===== config.mk =====
export PLATFORM = sky130hd
export DESIGN_NAME = gimbal_scan_track_controller_core
export DESIGN_NICKNAME = d
export VERILOG_FILES = /design/src/hdl/gstc_pkg.sv /design/src/hdl/gstc_cfg.sv /design/src/hdl/gstc_ctrl.sv /design/src/hdl/gimbal_scan_track_controller_core.sv
export SDC_FILE = /design/constraint.sdc
export NUM_CORES = 1
export LEC_CHECK = 0
export BUFFER_PORTS_ARGS = -buffer_cell sky130_fd_sc_hd__buf_2
export CAP_MARGIN = 20
export CORE_MARGIN = 10
export CORE_UTILIZATION = 44
export CTS_CLUSTER_SIZE = 16
export DETAILED_ROUTE_END_ITERATION = 10
export SYNTH_ARGS = -nofsm -noshare
export SYNTH_HDL_FRONTEND = slang
export SYNTH_SLANG_ARGS = --single-unit
export TNS_END_PERCENT = 50

===== constraint.sdc =====
create_clock -name aclk -period 13.2 [get_ports aclk]
set_input_delay 1.98 -clock aclk [delete_from_list [all_inputs] [get_ports aclk]]
set_output_delay 1.98 -clock aclk [all_outputs]
set_load 0.005 [all_outputs]

===== src/hdl/gstc_pkg.sv =====
`timescale 1ns / 1ps
// ----------------------------------------------------------------------------
// gstc_pkg - shared types and constants of the gimbal scan/track controller
// Mode codes, register indexes, field widths and the status bundle.
// ----------------------------------------------------------------------------
package gstc_pkg;

    localparam int ANGLE_BITS_DEF = 9;
    localparam int STEP_BITS      = 7;
    localparam int DB_BITS        = 8;
    localparam int CFG_IDX_BITS   = 3;

    // Configuration register indexes
    localparam logic [CFG_IDX_BITS-1:0] REG_PITCH_STEP = 3'd0;
    localparam logic [CFG_IDX_BITS-1:0] REG_ROLL_STEP  = 3'd1;
    localparam logic [CFG_IDX_BITS-1:0] REG_PITCH_MAX  = 3'd2;
    localparam logic [CFG_IDX_BITS-1:0] REG_PITCH_MIN  = 3'd3;
    localparam logic [CFG_IDX_BITS-1:0] REG_ROLL_MAX   = 3'd4;
    localparam logic [CFG_IDX_BITS-1:0] REG_ROLL_MIN   = 3'd5;
    localparam logic [CFG_IDX_BITS-1:0] REG_DEADBAND   = 3'd6;

    // Register reset values
    localparam int RST_STEP      = 10;
    localparam int RST_LIMIT_HI  = 90;
    localparam int RST_LIMIT_LO  = -90;
    localparam int RST_DEADBAND  = 5;

    typedef enum logic [1:0] {
        MODE_INIT    = 2'd0,
        MODE_SEARCH  = 2'd1,
        MODE_OVERSEE = 2'd2,
        MODE_TRACK   = 2'd3
    } mode_t;

    typedef struct packed {
        mode_t mode;
        logic  locked;
    } status_t;

endpackage


===== src/hdl/gstc_cfg.sv =====
`timescale 1ns / 1ps
// ----------------------------------------------------------------------------
// gstc_cfg - configuration register file
// Holds raster steps, axis limits and the tracking deadband; write only.
// ----------------------------------------------------------------------------
module gstc_cfg #(
    parameter int ANGLE_BITS = gstc_pkg::ANGLE_BITS_DEF
) (
    input  logic                                 aclk,
    input  logic                                 aresetn,
    input  logic                                 cfg_wr_en,
    input  logic [gstc_pkg::CFG_IDX_BITS-1:0]    cfg_addr,
    input  logic [ANGLE_BITS-1:0]                cfg_wdata,
    output logic [gstc_pkg::STEP_BITS-1:0]       pitch_step,
    output logic [gstc_pkg::STEP_BITS-1:0]       roll_step,
    output logic signed [ANGLE_BITS-1:0]         pitch_max,
    output logic signed [ANGLE_BITS-1:0]         pitch_min,
    output logic signed [ANGLE_BITS-1:0]         roll_max,
    output logic signed [ANGLE_BITS-1:0]         roll_min,
    output logic [gstc_pkg::DB_BITS-1:0]         deadband
);

    logic [gstc_pkg::STEP_BITS-1:0] pitch_step_reg;
    logic [gstc_pkg::STEP_BITS-1:0] roll_step_reg;
    logic signed [ANGLE_BITS-1:0]   pitch_max_reg;
    logic signed [ANGLE_BITS-1:0]   pitch_min_reg;
    logic signed [ANGLE_BITS-1:0]   roll_max_reg;
    logic signed [ANGLE_BITS-1:0]   roll_min_reg;
    logic [gstc_pkg::DB_BITS-1:0]   deadband_reg;

    always_ff @(posedge aclk) begin
        if (!aresetn) begin
            pitch_step_reg <= gstc_pkg::STEP_BITS'(gstc_pkg::RST_STEP);
            roll_step_reg  <= gstc_pkg::STEP_BITS'(gstc_pkg::RST_STEP);
            pitch_max_reg  <= ANGLE_BITS'(gstc_pkg::RST_LIMIT_HI);
            pitch_min_reg  <= ANGLE_BITS'(gstc_pkg::RST_LIMIT_LO);
            roll_max_reg   <= ANGLE_BITS'(gstc_pkg::RST_LIMIT_HI);
            roll_min_reg   <= ANGLE_BITS'(gstc_pkg::RST_LIMIT_LO);
            deadband_reg   <= gstc_pkg::DB_BITS'(gstc_pkg::RST_DEADBAND);
        end else if (cfg_wr_en) begin
            case (cfg_addr)
                gstc_pkg::REG_PITCH_STEP: begin
                    pitch_step_reg <= cfg_wdata[gstc_pkg::STEP_BITS-1:0];
                end
                gstc_pkg::REG_ROLL_STEP: begin
                    roll_step_reg <= cfg_wdata[gstc_pkg::STEP_BITS-1:0];
                end
                gstc_pkg::REG_PITCH_MAX: pitch_max_reg <= cfg_wdata;
                gstc_pkg::REG_PITCH_MIN: pitch_min_reg <= cfg_wdata;
                gstc_pkg::REG_ROLL_MAX:  roll_max_reg  <= cfg_wdata;
                gstc_pkg::REG_ROLL_MIN:  roll_min_reg  <= cfg_wdata;
                gstc_pkg::REG_DEADBAND: begin
                    deadband_reg <= cfg_wdata[gstc_pkg::DB_BITS-1:0];
                end
                default: ;
            endcase
        end
    end

    assign pitch_step = pitch_step_reg;
    assign roll_step  = roll_step_reg;
    assign pitch_max  = pitch_max_reg;
    assign pitch_min  = pitch_min_reg;
    assign roll_max   = roll_max_reg;
    assign roll_min   = roll_min_reg;
    assign deadband   = deadband_reg;

endmodule


===== src/hdl/gstc_ctrl.sv =====
`timescale 1ns / 1ps
// ----------------------------------------------------------------------------
// gstc_ctrl - mode state machine and gimbal angle registers
// One tick per advance: park, raster search or deadband tracking.
// ----------------------------------------------------------------------------
module gstc_ctrl #(
    parameter int ANGLE_BITS = gstc_pkg::ANGLE_BITS_DEF
) (
    input  logic                                 aclk,
    input  logic                                 aresetn,
    input  logic                                 advance,
    input  logic                                 active_mode,
    input  logic                                 target_found,
    input  logic signed [ANGLE_BITS-1:0]         pitch_error,
    input  logic signed [ANGLE_BITS-1:0]         roll_error,
    input  logic [gstc_pkg::STEP_BITS-1:0]       pitch_step,
    input  logic [gstc_pkg::STEP_BITS-1:0]       roll_step,
    input  logic signed [ANGLE_BITS-1:0]         pitch_max,
    input  logic signed [ANGLE_BITS-1:0]         pitch_min,
    input  logic signed [ANGLE_BITS-1:0]         roll_max,
    input  logic signed [ANGLE_BITS-1:0]         roll_min,
    input  logic [gstc_pkg::DB_BITS-1:0]         deadband,
    output logic signed [ANGLE_BITS-1:0]         pitch_angle,
    output logic signed [ANGLE_BITS-1:0]         roll_angle,
    output gstc_pkg::status_t                    status
);

    // two guard bits cover angle plus step and the negated deadband
    localparam int EXT = ANGLE_BITS + 2;

    gstc_pkg::mode_t              mode_reg, mode_next;
    logic signed [ANGLE_BITS-1:0] pitch_reg, pitch_next;
    logic signed [ANGLE_BITS-1:0] roll_reg, roll_next;
    logic                         pitch_down_reg, pitch_down_next;
    logic                         roll_up_reg, roll_up_next;
    logic                         locked_reg, locked_next;

    logic signed [EXT-1:0] p_x, r_x, pmax_x, pmin_x, rmax_x, rmin_x;
    logic signed [EXT-1:0] ps_x, rs_x, db_x, perr_x, rerr_x;
    logic signed [EXT-1:0] p_up_sum, p_dn_sum, r_up_sum, r_dn_sum;
    logic signed [EXT-1:0] p_up, p_dn, r_up, r_dn;
    logic signed [EXT-1:0] p_trk, r_trk, p_clh, r_clh, p_cl, r_cl;

    always_comb begin
        p_x    = {{2{pitch_reg[ANGLE_BITS-1]}}, pitch_reg};
        r_x    = {{2{roll_reg[ANGLE_BITS-1]}}, roll_reg};
        pmax_x = {{2{pitch_max[ANGLE_BITS-1]}}, pitch_max};
        pmin_x = {{2{pitch_min[ANGLE_BITS-1]}}, pitch_min};
        rmax_x = {{2{roll_max[ANGLE_BITS-1]}}, roll_max};
        rmin_x = {{2{roll_min[ANGLE_BITS-1]}}, roll_min};
        perr_x = {{2{pitch_error[ANGLE_BITS-1]}}, pitch_error};
        rerr_x = {{2{roll_error[ANGLE_BITS-1]}}, roll_error};
        ps_x   = $signed({{(EXT-gstc_pkg::STEP_BITS){1'b0}}, pitch_step});
        rs_x   = $signed({{(EXT-gstc_pkg::STEP_BITS){1'b0}}, roll_step});
        db_x   = $signed({{(EXT-gstc_pkg::DB_BITS){1'b0}}, deadband});

        // raster moves, each stopped at the limit it heads for
        p_up_sum = p_x + ps_x;
        p_dn_sum = p_x - ps_x;
        r_up_sum = r_x + rs_x;
        r_dn_sum = r_x - rs_x;
        p_up = (p_up_sum < pmax_x) ? p_up_sum : pmax_x;
        p_dn = (p_dn_sum > pmin_x) ? p_dn_sum : pmin_x;
        r_up = (r_up_sum < rmax_x) ? r_up_sum : rmax_x;
        r_dn = (r_dn_sum > rmin_x) ? r_dn_sum : rmin_x;

        // tracking nudge, then clamp high first so the low limit wins
        p_trk = p_x;
        if (perr_x > db_x) begin
            p_trk = p_x - EXT'(1);
        end else if (perr_x < -db_x) begin
            p_trk = p_x + EXT'(1);
        end
        r_trk = r_x;
        if (rerr_x > db_x) begin
            r_trk = r_x + EXT'(1);
        end else if (rerr_x < -db_x) begin
            r_trk = r_x - EXT'(1);
        end
        p_clh = (p_trk >= pmax_x) ? pmax_x : p_trk;
        r_clh = (r_trk >= rmax_x) ? rmax_x : r_trk;
        p_cl  = (p_clh <= pmin_x) ? pmin_x : p_clh;
        r_cl  = (r_clh <= rmin_x) ? rmin_x : r_clh;
    end

    // next mode
    always_comb begin
        mode_next = mode_reg;
        if (!active_mode) begin
            mode_next = gstc_pkg::MODE_OVERSEE;
        end else begin
            case (mode_reg)
                gstc_pkg::MODE_INIT,
                gstc_pkg::MODE_OVERSEE: mode_next = gstc_pkg::MODE_SEARCH;
                gstc_pkg::MODE_SEARCH: begin
                    mode_next = target_found ? gstc_pkg::MODE_TRACK : gstc_pkg::MODE_SEARCH;
                end
                gstc_pkg::MODE_TRACK: begin
                    mode_next = target_found ? gstc_pkg::MODE_TRACK : gstc_pkg::MODE_SEARCH;
                end
                default: mode_next = gstc_pkg::MODE_SEARCH;
            endcase
        end
    end

    // angles, raster directions and lock flag
    always_comb begin
        pitch_next      = pitch_reg;
        roll_next       = roll_reg;
        pitch_down_next = pitch_down_reg;
        roll_up_next    = roll_up_reg;
        locked_next     = locked_reg;
        if (!active_mode) begin
            pitch_next = '0;
            roll_next  = '0;
        end else begin
            case (mode_reg)
                gstc_pkg::MODE_INIT,
                gstc_pkg::MODE_OVERSEE: begin
                    pitch_next = '0;
                    roll_next  = '0;
                end
                gstc_pkg::MODE_SEARCH: begin
                    if (!target_found) begin
                        if (roll_up_reg && (r_x < rmax_x)) begin
                            roll_next = r_up[ANGLE_BITS-1:0];
                        end else if (r_x > rmin_x) begin
                            roll_up_next = 1'b0;
                            roll_next    = r_dn[ANGLE_BITS-1:0];
                        end else begin
                            // roll sweep done: step pitch one row
                            roll_up_next = 1'b1;
                            if (pitch_down_reg && (p_x > pmin_x)) begin
                                pitch_next = p_dn[ANGLE_BITS-1:0];
                            end else if (p_x < pmax_x) begin
                                pitch_down_next = 1'b0;
                                pitch_next      = p_up[ANGLE_BITS-1:0];
                            end else begin
                                pitch_down_next = 1'b1;
                                if (p_x > pmin_x) begin
                                    pitch_next = p_dn[ANGLE_BITS-1:0];
                                end
                            end
                        end
                    end
                end
                gstc_pkg::MODE_TRACK: begin
                    pitch_next = p_cl[ANGLE_BITS-1:0];
                    roll_next  = r_cl[ANGLE_BITS-1:0];
                    if (target_found) begin
                        locked_next = 1'b1;
                    end
                end
                default: ;
            endcase
        end
    end

    always_ff @(posedge aclk) begin
        if (!aresetn) begin
            mode_reg       <= gstc_pkg::MODE_INIT;
            pitch_reg      <= '0;
            roll_reg       <= '0;
            pitch_down_reg <= 1'b1;
            roll_up_reg    <= 1'b1;
            locked_reg     <= 1'b0;
        end else if (advance) begin
            mode_reg       <= mode_next;
            pitch_reg      <= pitch_next;
            roll_reg       <= roll_next;
            pitch_down_reg <= pitch_down_next;
            roll_up_reg    <= roll_up_next;
            locked_reg     <= locked_next;
        end
    end

    assign pitch_angle   = pitch_reg;
    assign roll_angle    = roll_reg;
    assign status.mode   = mode_reg;
    assign status.locked = locked_reg;

endmodule


===== src/hdl/gimbal_scan_track_controller_core.sv =====
`timescale 1ns / 1ps
// ----------------------------------------------------------------------------
// gimbal_scan_track_controller_core - gimbal scan and track controller
// Input register, one-tick control step, angle/mode result register.
// ----------------------------------------------------------------------------
// Path: an accepted item is held in the input register, then the control step
//   writes the angle and mode registers that drive m_*.
// Throughput: one item per cycle while m_ready is high; the registered
//   control step sets the rate.
// Reset: synchronous; parks at (0,0) in init, registers back to defaults.
module gimbal_scan_track_controller_core #(
    parameter int ANGLE_BITS = gstc_pkg::ANGLE_BITS_DEF
) (
    input  logic                              aclk,
    input  logic                              aresetn,
    input  logic                              cfg_wr_en,
    input  logic [gstc_pkg::CFG_IDX_BITS-1:0] cfg_addr,
    input  logic [ANGLE_BITS-1:0]             cfg_wdata,
    input  logic                              s_valid,
    output logic                              s_ready,
    input  logic                              s_active_mode,
    input  logic                              s_target_found,
    input  logic signed [ANGLE_BITS-1:0]      s_pitch_error,
    input  logic signed [ANGLE_BITS-1:0]      s_roll_error,
    output logic                              m_valid,
    input  logic                              m_ready,
    output logic signed [ANGLE_BITS-1:0]      m_pitch_cmd,
    output logic signed [ANGLE_BITS-1:0]      m_roll_cmd,
    output logic [1:0]                        m_mode,
    output logic                              m_tracking_locked
);

    logic [gstc_pkg::STEP_BITS-1:0] pitch_step, roll_step;
    logic signed [ANGLE_BITS-1:0]   pitch_max, pitch_min, roll_max, roll_min;
    logic [gstc_pkg::DB_BITS-1:0]   deadband;

    logic                           in_valid_reg;
    logic                           active_reg, found_reg;
    logic signed [ANGLE_BITS-1:0]   perr_reg, rerr_reg;
    logic                           out_valid_reg;
    logic                           advance;
    gstc_pkg::status_t              status;

    // step the controller when the result slot is free or being drained
    assign advance = in_valid_reg && (!out_valid_reg || m_ready);
    assign s_ready = !in_valid_reg || advance;

    always_ff @(posedge aclk) begin
        if (!aresetn) begin
            in_valid_reg  <= 1'b0;
            out_valid_reg <= 1'b0;
        end else begin
            if (s_ready) begin
                in_valid_reg <= s_valid;
            end
            if (advance) begin
                out_valid_reg <= 1'b1;
            end else if (m_ready) begin
                out_valid_reg <= 1'b0;
            end
        end
    end

    always_ff @(posedge aclk) begin
        if (s_valid && s_ready) begin
            active_reg <= s_active_mode;
            found_reg  <= s_target_found;
            perr_reg   <= s_pitch_error;
            rerr_reg   <= s_roll_error;
        end
    end

    gstc_cfg #(
        .ANGLE_BITS(ANGLE_BITS)
    ) u_cfg (
        .aclk      (aclk),
        .aresetn   (aresetn),
        .cfg_wr_en (cfg_wr_en),
        .cfg_addr  (cfg_addr),
        .cfg_wdata (cfg_wdata),
        .pitch_step(pitch_step),
        .roll_step (roll_step),
        .pitch_max (pitch_max),
        .pitch_min (pitch_min),
        .roll_max  (roll_max),
        .roll_min  (roll_min),
        .deadband  (deadband)
    );

    gstc_ctrl #(
        .ANGLE_BITS(ANGLE_BITS)
    ) u_ctrl (
        .aclk        (aclk),
        .aresetn     (aresetn),
        .advance     (advance),
        .active_mode (active_reg),
        .target_found(found_reg),
        .pitch_error (perr_reg),
        .roll_error  (rerr_reg),
        .pitch_step  (pitch_step),
        .roll_step   (roll_step),
        .pitch_max   (pitch_max),
        .pitch_min   (pitch_min),
        .roll_max    (roll_max),
        .roll_min    (roll_min),
        .deadband    (deadband),
        .pitch_angle (m_pitch_cmd),
        .roll_angle  (m_roll_cmd),
        .status      (status)
    );

    assign m_valid           = out_valid_reg;
    assign m_mode            = status.mode;
    assign m_tracking_locked = status.locked;

endmodule


Word level (Yosys, flattened, before mapping)
Cells that the tools add are included.
{"block": "op_classes", "n_addsub": 9, "mul": 0, "div": 0, "magnitude_cmp": 16, "n_eq_ne": 14, "n_shift": 0, "muxes": 32, "bitwise": 4, "n_reduce_logical": 25}
{"cell": "two-way mux 9 bit", "n": 17}
{"cell": "two-way mux 11 bit", "n": 6}
{"cell": "one-hot mux 9 bit (3 select lines)", "n": 2}
{"cell": "> comparator 9 bit", "n": 4}
{"cell": ">= comparator 11 x 9 -> 1 bit", "n": 2}
{"cell": "less-or-equal comparator 11 x 9 -> 1 bit", "n": 2}
{"cell": "less-than comparator 9 x 11 -> 1 bit", "n": 2}
{"cell": "adder 9 x 2 -> 10 bit, second input constant", "n": 2}
{"cell": "adder 9 x 8 -> 10 bit", "n": 2}
{"cell": "> comparator 10 x 9 -> 1 bit", "n": 2}
{"cell": "less-than comparator 10 x 9 -> 1 bit", "n": 2}
{"cell": "subtractor 9 x 2 -> 10 bit, second input constant", "n": 2}
{"cell": "subtractor 9 x 8 -> 10 bit", "n": 2}
{"cell": "less-than comparator 9 bit", "n": 2}
{"cell": "AND reduction 2 bit", "n": 7}
{"cell": "negation 8 -> 11 bit", "n": 1}
{"cell": "AND reduction 5 bit", "n": 2}
{"cell": "== test 3 bit, second input constant", "n": 3}
{"cell": "inequality test 3 bit, second input constant", "n": 3}
{"cell": "AND reduction 7 bit", "n": 1}
{"cell": "== test 3 x 2 -> 1 bit, second input constant", "n": 2}
{"cell": "inequality test 5 x 2 -> 1 bit, second input constant", "n": 1}
{"cell": "== test 2 bit, second input constant", "n": 2}
{"cell": "logical AND 1 bit", "n": 4}
{"cell": "other kinds (15)", "n": 25}
{"block": "totals", "register_bits": 103, "latchBits": 0, "mem_bits_rw": 0, "mem_bits_ro": 0, "inputBits": 37, "wordCells": 119, "n_memories": 0}

Logic depth before layout (Yosys ltp)
Gate-level depths: netlist of the first run.
{"block": "depth", "depth_word": 11, "depth_mapped": 33, "depth_no_buf": 32}

Modules after synthesis
From an unflattened synthesis of the first run, not the netlist that was laid out.
{"block": "unflattened", "cells_unflattened": 1282, "area_unflattened_um2": 10787.8}
{"module": "gstc_ctrl", "n_inst": 1, "cells_per_inst": 1039, "area_each_um2": 7830.0, "seq_area_each_um2": 460.4}
{"module": "gstc_cfg", "n_inst": 1, "cells_per_inst": 214, "area_each_um2": 2253.4, "seq_area_each_um2": 1161.1}
{"module": "gimbal_scan_track_controller_core", "n_inst": 1, "cells_per_inst": 29, "area_each_um2": 704.4, "seq_area_each_um2": 640.6}

Worst setup path after synthesis of the first run
OpenSTA, ideal clock, no wires.
{"block": "synth_path", "path_kind": "register to register", "from": "reg u_cfg.deadband_reg (netlist bit u_cfg.deadband[0])", "to": "reg u_ctrl.pitch_reg[8], in the netlist u_ctrl.pitch_angle[8]", "arrival_time_ps": 6940, "slack_ps": 6181, "stages_incl_launch_ff": 30, "synth_period_minus_slack_ps": 7019, "path_cell_list": "dfxtp_1 -> inv_1 -> ha_1 -> buf_2 -> and4_1 -> ha_1 -> nand3_1 -> a21o_1 -> o41a_4 -> or2_1 -> a31oi_1 -> xnor2_1 -> ha_1 -> a21oi_1 -> o21ai_0 -> a2111oi_0 -> nor2_1 -> clkbuf_1 -> clkbuf_1 -> mux2_2 -> ha_1 -> a21o_1 -> a211oi_1 -> a21o_1 -> a31oi_1 -> nor2_1 -> mux2_2 -> or3_1 -> o22a_1 -> o211ai_1"}
{"block": "synth_via", "elab_chain_cells": 10}
{"item": "start, declared", "line": "gstc_cfg.sv:29", "text": "logic [gstc_pkg::DB_BITS-1:0] deadband_reg;"}
{"item": "start signal, assigned", "line": "gstc_cfg.sv:39", "text": "deadband_reg <= gstc_pkg::DB_BITS'(gstc_pkg::RST_DEADBAND);"}
{"item": "start signal, assigned", "line": "gstc_cfg.sv:53", "text": "deadband_reg <= cfg_wdata[gstc_pkg::DB_BITS-1:0];"}
{"item": "negation 8 -> 11 bit", "line": "gstc_ctrl.sv:71", "text": "end else if (perr_x < -db_x) begin"}
{"item": "less-than comparator 9 x 11 -> 1 bit", "line": "gstc_ctrl.sv:71"}
{"item": "two-way mux 11 bit", "line": "gstc_ctrl.sv:71"}
{"item": "two-way mux 11 bit *", "line": "gstc_ctrl.sv:69", "text": "if (perr_x > db_x) begin"}
{"item": ">= comparator 11 x 9 -> 1 bit", "line": "gstc_ctrl.sv:80", "text": "p_clh = (p_trk >= pmax_x) ? pmax_x : p_trk;"}
{"item": "two-way mux 11 bit *", "line": "gstc_ctrl.sv:80"}
{"item": "less-or-equal comparator 11 x 9 -> 1 bit", "line": "gstc_ctrl.sv:82", "text": "p_cl = (p_clh <= pmin_x) ? pmin_x : p_clh;"}
{"item": "two-way mux 9 bit *", "line": "gstc_ctrl.sv:82"}
{"item": "one-hot mux 9 bit (3 select lines) *", "line": "gstc_ctrl.sv:117", "text": "case (mode_reg)"}
{"item": "two-way mux 9 bit *", "line": "gstc_ctrl.sv:113", "text": "if (!active_mode) begin"}
{"item": "end signal, assigned", "line": "gstc_ctrl.sv:169", "text": "pitch_reg <= pitch_next;"}
{"item": "end, declared", "line": "gstc_ctrl.sv:32", "text": "logic signed [ANGLE_BITS-1:0] pitch_reg, pitch_next;"}
Every way passes the cells marked *; elsewhere a longest branch is shown, timed or not.
A chain may end at the register's enable or synchronous reset.

Worst setup path in the final report of the first run
{"block": "layout_path", "from": "reg u_cfg.deadband_reg (netlist bit u_cfg.deadband[0])", "to": "reg u_ctrl.pitch_reg[0], in the netlist u_ctrl.pitch_angle[0]"}
Same word-level chain as after synthesis.

==> results of run 1 <==
routing by layer:
layer,share of wire,vias up
met3,0.078,49
li1,-,4905
met1,0.48,4759
met2,0.42,386
met4,0.029,0
met5,0,-
how the worst max path moves through the flow:
| stage | to | depth (start not counted) | start | slack, ps |
|---|---|---|---|---|
| 2_1_floorplan | u_ctrl.pitch_angle[8] | 29 | u_cfg.deadband[0] | 6180 |
| 3_3_place_gp | u_ctrl.pitch_angle[0] | 27 | u_cfg.deadband[0] | 5770 |
| 3_5_place_dp | u_ctrl.pitch_angle[0] | 27 | u_cfg.deadband[0] | 5650 |
| 4_1_cts | u_ctrl.pitch_angle[0] | 27 | u_cfg.deadband[0] | 5590 |
| 5_1_grt | u_ctrl.pitch_angle[0] | 27 | u_cfg.deadband[0] | 4990 |
| 6_report | u_ctrl.pitch_angle[0] | 27 | u_cfg.deadband[0] | 5570 |
per-stage QoR:
stage                util  total power (W)
floorplan               -         0.000503
global placement    0.476         0.000570
detailed placement  0.476         0.000570
CTS                 0.488         0.000849
global route        0.488         0.000887
finish              0.488         0.000849
placed cells by master (no fill, tap or decap), drive strengths merged, types with 6 or more instances in the layout:
cell,instances
clkinv,6
and3,11
o211ai,40
nor3,33
edfxtp,20
dfxtp,83
o31ai,16
a211o,13
ha,173
inv,110
buf,66
a211oi,15
xnor2,35
o22ai,7
nand2b,22
o21a,16
a31oi,15
o21bai,7
nand3,29
a21o,23
and2,9
xor2,9
mux2i,28
a21oi,53
o21ai,61
nand4,21
or2,7
nor2b,27
nor2,73
mux2,18
nand2,170
a2111oi,6
a21boi,32
clkbuf,10
area by class of cell:
| class | count | area, sq um |
|---|---|---|
| tap | 319 | 399 |
| clock inverter | 7 | 68.8 |
| clock buffer | 9 | 225 |
| multi-input combinational | 1066 | 7850 |
| inverter | 109 | 409 |
| sequential | 103 | 2260 |
| fill | 2361 | 12100 |
| timing repair buffer | 67 | 355 |
report_power, final:
part | internal, W | total (W) | switching (W)
logic | 0.0000891 | 0.000226 | 0.000137
registers | 0.000330 | 0.000341 | 0.0000114
clock network | 0.000135 | 0.000281 | 0.000147
synthesized netlist by cell type, types with 6 or more instances:
cell                          n
sky130_fd_sc_hd__and2_1       9
sky130_fd_sc_hd__a211oi_1    15
sky130_fd_sc_hd__nand3_1     29
sky130_fd_sc_hd__edfxtp_1    20
sky130_fd_sc_hd__mux2_2      18
sky130_fd_sc_hd__a21boi_0    32
sky130_fd_sc_hd__dfxtp_1     83
sky130_fd_sc_hd__a21oi_1     53
sky130_fd_sc_hd__inv_1      105
sky130_fd_sc_hd__o22ai_1      7
sky130_fd_sc_hd__ha_1       173
sky130_fd_sc_hd__o21bai_1     7
sky130_fd_sc_hd__o31ai_1     14
sky130_fd_sc_hd__nand2b_1    22
sky130_fd_sc_hd__nor3_1      32
sky130_fd_sc_hd__a31oi_1     15
sky130_fd_sc_hd__xor2_1       8
sky130_fd_sc_hd__mux2i_1     28
sky130_fd_sc_hd__nor2b_1     27
sky130_fd_sc_hd__nor2_1      73
sky130_fd_sc_hd__a211o_1     13
sky130_fd_sc_hd__nand2_1    170
sky130_fd_sc_hd__a2111oi_0    6
sky130_fd_sc_hd__clkbuf_1    35
sky130_fd_sc_hd__and3_1      11
sky130_fd_sc_hd__a21o_1      23
sky130_fd_sc_hd__o21ai_0     56
sky130_fd_sc_hd__xnor2_1     35
sky130_fd_sc_hd__o21a_1      16
sky130_fd_sc_hd__o211ai_1    40
sky130_fd_sc_hd__nand4_1     20
cell families (layout without fill, tap and decap cells):
family                     Yosys count  after routing  synth area share
buffers and inverters              150            192            0.0532
xor gates and xnor gates            44             44            0.0368
DFF                                103            103             0.212
muxes                               46             46            0.0452
and+or+nand+nor                    425            425             0.191
AOI/OAI and AO/OA                  374            374             0.251
adders and majority gates          177            177             0.210
critical path, cell delays in order (launching register included):
cell                        delay [ps]
sky130_fd_sc_hd__dfxtp_1           450
sky130_fd_sc_hd__inv_1             130
sky130_fd_sc_hd__ha_1              330
sky130_fd_sc_hd__and4_1            260
sky130_fd_sc_hd__ha_1              320
sky130_fd_sc_hd__nand3_1           100
sky130_fd_sc_hd__a21o_1            180
sky130_fd_sc_hd__o41a_4            480
sky130_fd_sc_hd__or2_1             240
sky130_fd_sc_hd__a31oi_1           210
sky130_fd_sc_hd__xnor2_1           250
sky130_fd_sc_hd__ha_1              330
sky130_fd_sc_hd__a21oi_1           140
sky130_fd_sc_hd__o21ai_0           120
sky130_fd_sc_hd__a2111oi_0         820
sky130_fd_sc_hd__nor2_1            160
sky130_fd_sc_hd__buf_4             260
sky130_fd_sc_hd__mux2_2            300
sky130_fd_sc_hd__ha_1              290
sky130_fd_sc_hd__o21ai_0           150
sky130_fd_sc_hd__a21oi_1            60
sky130_fd_sc_hd__o31ai_1           210
sky130_fd_sc_hd__a31oi_1           230
sky130_fd_sc_hd__nor2_1            540
sky130_fd_sc_hd__inv_1             240
sky130_fd_sc_hd__o21ai_0           320
sky130_fd_sc_hd__o31ai_1           110
sky130_fd_sc_hd__a211o_1           310
==> impl_metrics.toml, run 1 <==
[min_path]
hold_path_class = "flop to flop"
hold_path.startpoint = "u_cfg.pitch_step[0]"
timing.hold.worst_endpoint = "u_cfg.pitch_step[0]"
whs_path_depth = 2

[worst_setup_path]
worst_ep_arrival_time_ps = 7880
biggest_fanout_along_the_worst_timing_path = 21
setup.reg_to_reg.worst_slack_ps = 5570
r2r_cells = 27
rr_endpoint = "u_ctrl.pitch_angle[0]"
cp.required_ps = 13450
r2r-start = "u_cfg.deadband[0]"
crit_path_start_kind = "flop"
worstSetupEndpointType = "flop"
path_class = "flop to flop"

[synth]
synthFlopType = "sky130_fd_sc_hd__dfxtp_1"
synth_cell_types = 85
synth.top_cells.by_area = "sky130_fd_sc_hd__ha_1 (20%), sky130_fd_sc_hd__dfxtp_1 (16%), sky130_fd_sc_hd__nand2_1 (6.0%), sky130_fd_sc_hd__edfxtp_1 (5.6%), sky130_fd_sc_hd__inv_1 (3.7%)"
post-synth-top-area-fraction = 0.203
syn-instance-count = 1319
synth_fp_nets = 1533
synth_enable_flop_cells = 20
synth.ff_latch_count = 103
yosys_warnings = 0
synth_seq_area_share = 0.212
yosysTopAreaCell = "sky130_fd_sc_hd__ha_1"
synth-async-reset-ratio = 0
syn_area_per_cell_sq_um = 8.10
mappedNetlistArea_sq_um = 10700

[global_routing]
grt_overflow = 0
met2_resource_use_gr = 0.339
grt_pass1_vias = 9480
initial_antenna_violation_count = 1
grt-busiest-layer = "met2"
grt_first_pass_wirelength_um = 55300
grt_max_degree = 69
grt.met1_usage = 0.322
grt_usage = 0.227
groute.layer.met3.usage = 0.0373

[layout]
final_nets = 1570
antennaDiodeCount = 0
final-instance-count-excl-fill = 1680
area_growth_pct = 8.33
final_design_area_no_fill_sq_um = 11600
final_layout_size_suffix_gt1_frac = 0.0926

[clock_network]
cts_hold_buf = 0
clkLatencyLatePin_ps = 360
tritoncts = "yes"
cts.reportedPaths.clkPinSlew_ps = 90
cts.repair_timing.setup_buffer_count = 0
cts-root-buf = "sky130_fd_sc_hd__clkbuf_16"
number_of_clock_sinks = 103
cts_max_path_buffers = 2
cts_htree_levels = 3
cts_buffers = 9
ctsResizeCount = 0

[sta]
achievable-frequency_ghz = 0.131
final_hold_viol_count = 0
whs_ps = 508
fin_skew_ps = 13.6
grt_setup_unrepaired = "no"
period_needed_ps = 7630
timing.final.setup_violations = 0
slew-limit-headroom = 0.352
final_cycle_utilization_of_the_critical_path = 0.578
worst_setup_slack_after_layout_ps = 5570
worst-slew-pin-transition_ps = 948
slew_viol_final = 0
totalNegativeSetupSlack_ps = 0

[run_status]
status = "complete, no violations"

[placed_design]
routabilityCongestion = 0.993
place.detailed.instances = 1663
dpl.hpwl_um = 28300
port-buffer-count = 59
detailedPlace.worstSlack_ps = 5650
placedInstanceArea_sq_um = 11300

[drt]
drt-wirelength-per-cell_um = 21.2
drt_iter0_drc = 913
routed_wl_um = 35700
ant_nets = 0
post-route-drc-count = 0
dr.pass1.iters = 5
num_vias = 10100
drt-vias-per-instance = 6.01

[floorplanning]
row_count = 56
die_x_um = 176
core-area_sq_um = 23700
ioPinCount = 60
chipHeight_um = 176
fp.dieArea_sq_um = 30900
initial_utilization = 0.451

[pwr]
leakage_nw = 5.15
ir_worst_vdd_v = 0.0000747
power-per-cell-area_nw_per_um2 = 73.4

[job]
max_cap_viol_count = 0
Note: power is estimated with default switching activity, not from simulation.
==> run 2, diff against run 1 <==
==> constraint.sdc (replaced) <==
create_clock -name aclk -period 6.5 [get_ports aclk]
set_input_delay 0.975 -clock aclk [delete_from_list [all_inputs] [get_ports aclk]]
set_output_delay 0.975 -clock aclk [all_outputs]
set_load 0.005 [all_outputs]
==> impl_metrics.toml, run 2 (synthesis results as in run 1) <==
[layout]
fillerInstances = 2314
most_common_library_cell_in_the_layout_ignoring_fill_and_taps = "sky130_fd_sc_hd__ha_1"
final_cell_utilization_of_the_core = 0.530
multi_input_comb_area_sq_um = 8220
area_growth_pct = 17.6
final-instance-count-excl-fill = 1756
final_design_area_no_fill_sq_um = 12600
final_nets = 1645
final_layout_size_suffix_gt1_frac = 0.172
layout_common_cells = "sky130_fd_sc_hd__ha_1 (169), sky130_fd_sc_hd__nand2_1 (168), sky130_fd_sc_hd__inv_1 (105), sky130_fd_sc_hd__dfxtp_1 (78), sky130_fd_sc_hd__buf_4 (76)"
area.sequential_sq_um = 2270

[placed_design]
placedInstanceArea_sq_um = 11700
routabilityCongestion = 0.973
dpl.hpwl_um = 28600
place.detailed.instances = 1719
port-buffer-count = 59

[sta]
achievable-frequency_ghz = 0.159
worst-slew-pin-transition_ps = 907
grt_setup_unrepaired = "yes"
slew-limit-headroom = 0.395
slew_viol_final = 0
fin_skew_ps = 10.2
final_hold_viol_count = 0
whs_ps = 497
period_needed_ps = 6270
timing.final.setup_violations = 0
final_cycle_utilization_of_the_critical_path = 0.965

[worst_setup_path]
cp.required_ps = 6810
slowest_delay_ps = 380
rr_endpoint = "u_ctrl.pitch_angle[5]"
r2r-start = "u_cfg.deadband[0]"
timing.critical_path.depth = 33
critical_path.top_delay_family = "compound AO/OA/AOI/OAI gates"
crit_slowest_cell = "sky130_fd_sc_hd__a2111oi_4"
crit_path_start_kind = "flop"
timing.critical_path.from = "u_cfg.deadband[0]"
critical_path_buf_inv_count = 7
worstSetupEndpointType = "flop"
setup.reg_to_reg.worst_slack_ps = 230
path_class = "flop to flop"
biggest_fanout_along_the_worst_timing_path = 12
r2r_cells = 33
crit_end = "u_ctrl.pitch_angle[5]"
worst_ep_arrival_time_ps = 6580

[global_routing]
initial_antenna_violation_count = 1
grt_usage = 0.227
grt_first_pass_wirelength_um = 55400
grt_max_degree = 69
grt_overflow = 0
grt_pass1_vias = 9719

[job]
max_cap_viol_count = 0

[pwr]
power-per-cell-area_nw_per_um2 = 149
power.total_w = 0.00188
leakage_nw = 5.60
ir_worst_vdd_v = 0.000121

[floorplanning]
ioPinCount = 60
core-area_sq_um = 23700
die_x_um = 176
fp.dieArea_sq_um = 30900
row_count = 56
chipHeight_um = 176
initial_utilization = 0.451

[drt]
post-route-drc-count = 0
drt-vias-per-instance = 5.91
routed_wl_um = 36500
num_vias = 10400
drt_iter0_drc = 910
dr.pass1.iters = 5
drt-wirelength-per-cell_um = 20.8
ant_nets = 0

[clock_network]
cts_hold_buf = 0
cts_max_path_buffers = 2
cts_htree_levels = 3
cts_buffers = 9
cts-root-buf = "sky130_fd_sc_hd__clkbuf_16"
number_of_clock_sinks = 103
cts.reportedPaths.clkPinSlew_ps = 80
clkLatencyLatePin_ps = 360
tritoncts = "yes"

[run_status]
status = "complete, no violations"

[min_path]
hold_path_class = "flop to flop"
run 2: cell types whose count changed in the layout (fill, tap and decap cells not counted), sizes merged:
cell / delta
inv: -1
bufinv: +1
buf: +75
diode: +1
run 2: worst min-delay path by stage:
stage / start / to / slack (ps) / cells past startpoint
after detailed placement: u_ctrl.roll_up_reg / u_ctrl.roll_up_reg / 490 / 2
final: u_cfg.pitch_step[2] / u_cfg.pitch_step[2] / 500 / 2
after floorplan: u_cfg.roll_min[6] / u_cfg.roll_min[6] / 450 / 2
after CTS: u_cfg.pitch_step[2] / u_cfg.pitch_step[2] / 500 / 2
after global routing: u_cfg.deadband[3] / u_cfg.deadband[3] / 520 / 2
after global placement: u_ctrl.roll_up_reg / u_ctrl.roll_up_reg / 480 / 2
run 2: metrics by stage:
stage	setup TNS [ps]	setup slack [ps]
6_report	0	228
2_1_floorplan	0	4.19
3_3_place_gp	-615	-138
4_1_cts	-6.54	-4.06
5_1_grt	-457	-90.4
3_5_place_dp	-1670	-281
run 2: layout make-up:
class                   instances  share of cell area
well taps                     319              0.0318
inverters                     109              0.0326
multi-input cells            1066               0.655
repair buffers                142              0.0749
diodes                          1            0.000199
clock buffers                   9              0.0179
flip-flops and latches        103               0.181
clock inverters                 7             0.00717
run 2: worst register-to-register path: cells and delay by family, from the launching register on:
family          cells  cell delay (ps)
compound gates     17             3030
xor+xnor            1              270
fa+ha+maj           4             1170
buf+inv             7              910
flops               1              360
simple gates        4              500
run 2: report_power, final:
| part | internal (W) | switching, W |
|---|---|---|
| sequential | 0.000670 | 0.0000222 |
| combinational | 0.000264 | 0.000326 |
| clock | 0.000309 | 0.000286 |
| total | 0.00124 | 0.000634 |
run 2: timing repair:
item,in CTS,in global routing
resized for setup,8,72
setup endpoints to repair,9,18
setup buffers,4,15
pin swaps,5,30
run 2: metal layers:
layer / global-route usage / wire length, um
met5: 0 / 0
met4: 0.0586 / 776
met3: 0.0401 / 2800
met2: 0.352 / 15800
met1: 0.316 / 17100
